==> src/design/gmfe_pkg.sv <==
// Shared types, constants and coefficient tables of the Gaussian mixture Fourier evaluator.
`default_nettype none
package gmfe_pkg;

  localparam int MAX_COMP = 16;
  localparam int IDX_W    = (MAX_COMP > 1) ? $clog2(MAX_COMP) : 1;

  localparam logic OP_LOAD = 1'b0;
  localparam logic OP_EVAL = 1'b1;

  localparam logic [1:0] REG_OFFSET_X = 2'd0;
  localparam logic [1:0] REG_OFFSET_Y = 2'd1;
  localparam logic [1:0] REG_COUNT    = 2'd2;

  localparam logic [31:0] ONE_Q30       = 32'h4000_0000;
  localparam logic [31:0] HALF_PI_Q30   = 32'd1686629713;
  localparam logic [31:0] TWO_PI_SQ_Q24 = 32'd331168970;
  localparam logic [31:0] LOG2E_Q30     = 32'd1549082005;
  localparam logic [31:0] LN2_Q30       = 32'd744261118;
  localparam longint      EXP_FLOOR_Q24 = -64'sd536870912;
  localparam longint      EXP_CEIL_Q24  = 64'sd134217728;
  localparam longint      QUAD_LIM_Q24  = 64'sd268435456;
  localparam logic [32:0] SUM_MAX       = 33'h1_FFFF_FFFF;

  // Horner steps: exp uses 0..10 (k = 11..1), sine 11..17, cosine 18..25
  localparam int HX_COUNT = 26;
  localparam logic [4:0] HX_EXP_FIRST = 5'd0;
  localparam logic [4:0] HX_EXP_LAST  = 5'd10;
  localparam logic [4:0] HX_SIN_FIRST = 5'd11;
  localparam logic [4:0] HX_SIN_LAST  = 5'd17;
  localparam logic [4:0] HX_COS_FIRST = 5'd18;
  localparam logic [4:0] HX_COS_LAST  = 5'd25;

  localparam logic [32:0] RCP_NUM = 33'h0_FFFF_FFFF;

  localparam logic [7:0] HORNER_DIV [HX_COUNT] = '{
    8'd11, 8'd10, 8'd9, 8'd8, 8'd7, 8'd6, 8'd5, 8'd4, 8'd3, 8'd2, 8'd1,
    8'd210, 8'd156, 8'd110, 8'd72, 8'd42, 8'd20, 8'd6,
    8'd240, 8'd182, 8'd132, 8'd90, 8'd56, 8'd30, 8'd12, 8'd2
  };

  // floor((2^32-1)/d): estimate is at most one low, fixed by a remainder check
  localparam logic [31:0] HORNER_RCP [HX_COUNT] = '{
    32'(RCP_NUM / 33'd11), 32'(RCP_NUM / 33'd10), 32'(RCP_NUM / 33'd9),
    32'(RCP_NUM / 33'd8),  32'(RCP_NUM / 33'd7),  32'(RCP_NUM / 33'd6),
    32'(RCP_NUM / 33'd5),  32'(RCP_NUM / 33'd4),  32'(RCP_NUM / 33'd3),
    32'(RCP_NUM / 33'd2),  32'(RCP_NUM / 33'd1),
    32'(RCP_NUM / 33'd210), 32'(RCP_NUM / 33'd156), 32'(RCP_NUM / 33'd110),
    32'(RCP_NUM / 33'd72),  32'(RCP_NUM / 33'd42),  32'(RCP_NUM / 33'd20),
    32'(RCP_NUM / 33'd6),
    32'(RCP_NUM / 33'd240), 32'(RCP_NUM / 33'd182), 32'(RCP_NUM / 33'd132),
    32'(RCP_NUM / 33'd90),  32'(RCP_NUM / 33'd56),  32'(RCP_NUM / 33'd30),
    32'(RCP_NUM / 33'd12),  32'(RCP_NUM / 33'd2)
  };

  typedef struct packed {
    logic               operation;
    logic [3:0]         comp_index;
    logic [30:0]        amp_value;
    logic signed [31:0] cov_a;
    logic signed [31:0] cov_b;
    logic signed [31:0] cov_d;
    logic signed [31:0] freq_v;
    logic signed [31:0] freq_w;
  } item_t;

  typedef struct packed {
    logic signed [31:0] real_part;
    logic signed [31:0] imag_part;
  } result_t;

  typedef struct packed {
    logic [1:0]  reg_index;
    logic [31:0] wdata;
  } cfg_t;

  typedef struct packed {
    logic [30:0]        amp;
    logic signed [31:0] a;
    logic signed [31:0] b;
    logic signed [31:0] d;
  } comp_t;

  typedef struct packed {
    logic busy;
    logic done;
  } core_stat_t;

endpackage
`default_nettype wire

==> src/design/gmfe_tbl.sv <==
// Component table: one write port, one registered read port.
`default_nettype none
module gmfe_tbl (
  input  logic                       clk,
  input  logic                       we,
  input  logic [gmfe_pkg::IDX_W-1:0] waddr,
  input  gmfe_pkg::comp_t            wcomp,
  input  logic [gmfe_pkg::IDX_W-1:0] raddr,
  output gmfe_pkg::comp_t            rcomp
);

  gmfe_pkg::comp_t mem [gmfe_pkg::MAX_COMP];

  always_ff @(posedge clk) begin
    if (we) begin
      mem[waddr] <= wcomp;
    end
    rcomp <= mem[raddr];
  end

endmodule
`default_nettype wire

==> config.mk <==
export PLATFORM = sky130hd
export DESIGN_NAME = gmfe_tbl
export DESIGN_NICKNAME = d
export VERILOG_FILES = /design/src/design/gmfe_pkg.sv /design/src/design/gmfe_tbl.sv
export SDC_FILE = /design/constraint.sdc
export NUM_CORES = 1
export LEC_CHECK = 0
export BUFFER_PORTS_ARGS = -buffer_cell sky130_fd_sc_hd__buf_2
export CELL_PAD_IN_SITES_DETAIL_PLACEMENT = 0
export CELL_PAD_IN_SITES_GLOBAL_PLACEMENT = 1
export CORE_MARGIN = 2
export CORE_UTILIZATION = 55
export DETAILED_ROUTE_END_ITERATION = 12
export GPL_TIMING_DRIVEN = 0
export PLACE_DENSITY = 0.82
export SETUP_SLACK_MARGIN = 0.2
export SYNTH_ARGS = -nofsm -noshare
export SYNTH_HDL_FRONTEND = slang
export SYNTH_SLANG_ARGS = --single-unit
==> constraint.sdc <==
create_clock -name clk -period 22.5 [get_ports clk]
set_input_delay 2.25 -clock clk [delete_from_list [all_inputs] [get_ports clk]]
set_output_delay 2.25 -clock clk [all_outputs]
set_load 0.05 [all_outputs]
==> metrics.md <==
| Metric | Value |
|---|---|
| Synth Instances | `3316` |
| Drt first pass iters | `5` |
| Setup CP Type | `in2reg` |
| Share of layout cells above drive strength 1 | `32.1%` |
| Synth Area in Adders | `0%` |
| Die footprint | `146000 um^2` |
| DR iter-0 viols | `4923` |
| IO Count | `264` |
| CTS sink count | `2159` |
| Static Leakage | `29.7 nW` |
| Gr ovfl total | `0` |
| Port Buffers | `259` |
| Synthesized area | `78800 um^2` |
| Mux contribution to synthesized area | `14.7%` |
| R2r startpoint | `mem[7][99]` |
| Post-route non-filler standard cell count | `6002` |
| FF-to-FF setup slack | `20.93 ns` |
| Die Y | `383 um` |
| Largest family of logic cells by synthesized area | `multiplexers` |
| Ys async rst share | `0%` |
| Initial antenna violation count | `49` |
| # nets final | `4060` |
| Violated checks | `capacitance limit, slew limit` |
| CP startpoint kind | `input pin` |
| Main synth FF type | `edfxtp_1` |
| Distinct cells, synth | `27` |
| Total track usage | `25.9%` |
| Maxcap violations | `1` |
| Area growth syn-to-layout | `16.0%` |
| Post-synthesis simple-gate area fraction | `0.948%` |
| Placed cells | `5605` |
| CTS max path bufs | `3` |
| Setup bufs post-CTS | `0` |
| Quantity of hold-fixing buffers added after cts | `0` |
| Hold path endpoint | `rcomp[105]` |
| HP Class | `reg2reg` |
| Status | `complete, but fails checks` |
| H-Tree Depth | `4` |
| Largest net degree at the start of global routing | `26` |
| Post-CTS sizing | `0` |
| FMAX | `231 MHz` |
| Fin crit period | `4.32 ns` |
| Worst VDD drop | `0.104 mV` |
| Relative slew slack | `-1.83%` |
| Post-synth EDFFs | `2032` |
| Vias | `37700` |
| Syn Nets | `3453` |
| Vias/cell | `6.28` |
| Number of routed nets with antenna violations | `0` |
| # setup viols final | `0` |
| Final Hold Fails | `0` |
| CTS tree | `built` |
| RSZ-0062 raised after global routing | `no` |
| Worst Tran Pin Value | `1.53 ns` |
| R2r endpoint | `rcomp[99]` |
| #FFs+latches synth | `2159` |
| HPWL Detailed | `119000 um` |
| Routed WL per cell | `31.2 um` |
| CP Data Arrival Time | `5.05 ns` |
| Power Density | `91.7 nW/um^2` |
| Syn. warnings | `0` |
| Crit-path max FO | `10` |
| Hold_sp | `mem[14][105]` |
| Root Buffer | `clkbuf_16` |
| Xor/xnor share of the synthesized area | `0%` |
| Worst Reg2Reg Path Length in Cells | `3` |
| Hold Path Depth | `3` |
| Initial core utilization | `55.5%` |
| Clock Latency Late Sink | `0.84 ns` |
| Vias in the first global route | `38700` |
| FP Rows | `138` |
| Post-route setup TNS | `0 ns` |
| Synth Area in Compound Gates | `2.54%` |
| Core area | `142000 um^2` |
| Routed Wire Length | `187000 um` |
| DRC Markers | `0` |
| Post-synthesis sequential area ratio | `80.6%` |
| Hold slack final | `0.664 ns` |
| Slew Limit Fails | `11` |
| Worst Skew | `0.0269 ns` |
| CP required | `23.23 ns` |
| Period utilisation layout | `19.2%` |
| TritonCTS buffer count | `206` |
| Clk slew on worst S/H paths | `0.06 ns` |
| Synthesized area per cell | `23.8 um^2` |
| Placer Congestion | `0.732` |
| CP Capture Type | `register` |
| Die width | `383 um` |
| First-pass GRT wire length | `268000 um` |
==> placed cells by master (no fill, tap or decap), drive strengths merged, types with 5 or more instances in the layout <==
cell type  count
edfxtp      2032
buf          503
mux4         480
clkbuf       375
a22oi        221
dfxtp        127
nand2        101
clkinv        57
mux2          51
nor2b         22
mux2i         22
nand2b        16
o221ai        16
nor2          15
diode         13
a221oi        12
o21ai         11
bufinv         9
inv            8
o22a           5
==> how the worst max path moves through the flow <==
stage,start,endpoint,slack (ns),depth (start not counted)
floorplan,waddr[2],mem[0][0],10.39,2
detailed placement,we,mem[12][106],17.39,10
finish,raddr[3],rcomp[109],18.18,6
CTS,we,mem[12][106],18.27,10
global placement,waddr[2],mem[0][106],-0.14,3
global route,we,mem[12][106],18.15,10
==> flip-flops by register name, summed over array words and instances (netlist names) <==
name	cells
rcomp	127
mem	2032
==> routing by layer <==
metal	share of wire (%)	global-route usage (%)
met4	2.7	8.04
met1	37	34.9
met3	11	7.13
met2	49	41.6
met5	0.14	0
==> cell usage after synthesis, types with 16 or more instances <==
master    number  area share [%]
edfxtp_1    2032              77
mux4_2       480              14
a22oi_1      221             2.1
dfxtp_1      127             3.2
nand2_1      101            0.48
clkbuf_1      69            0.33
buf_2         50            0.32
mux2_2        44            0.63
buf_4         32            0.30
mux2i_1       22            0.28
nor2b_1       22            0.17
nand2b_1      16            0.13
o221ai_1      16            0.18
==> cell type report <==
cell class,count,area (um^2)
Tap cell,1890,2360
Clock inverter,78,722
Clock buffer,306,5820
Buffer,173,900
Antenna cell,13,32.5
Fill cell,9020,50500
Multi-Input combinational cell,984,14500
Sequential cell,2159,63600
Timing Repair Buffer,399,3590
==> worst max-delay path: stages <==
cell	delay, ns
buf_2	0.33
nor2b_1	0.30
clkbuf_1	1.06
clkbuf_1	0.67
a22oi_1	0.20
nand2_1	0.20
==> power by group <==
group          total (mW)  leakage (nW)  switching [mW]  internal (mW)
Sequential           4.53          19.4          0.0311           4.50
Clock                3.34          3.19            1.45           1.90
Combinational       0.518          7.04           0.345          0.173
==> stage by stage <==
| stage | power, mW | area, um^2 | worst slack, ns | util (%) |
|---|---|---|---|---|
| floorplan | 4.92 | 78800 | 10.39 | - |
| global placement | 5.12 | 82500 | -0.144 | 58.1 |
| detailed placement | 5.13 | 84900 | 17.39 | 59.8 |
| CTS | 8.43 | 91400 | 18.27 | 64.4 |
| global route | 8.61 | 91400 | 18.15 | 64.4 |
| finish | 8.38 | 91500 | 18.18 | 64.4 |
==> cell families (layout without fill, tap and decap cells) <==
kind of cell	after synthesis	count (layout)
AND/OR/NAND/NOR	166	166
buffers and inverters	173	956
other	0	13
AO/OA/AOI/OAI	265	265
multiplexers	553	553
flip-flops	2159	2159
Power figures use the tool's default switching activity.
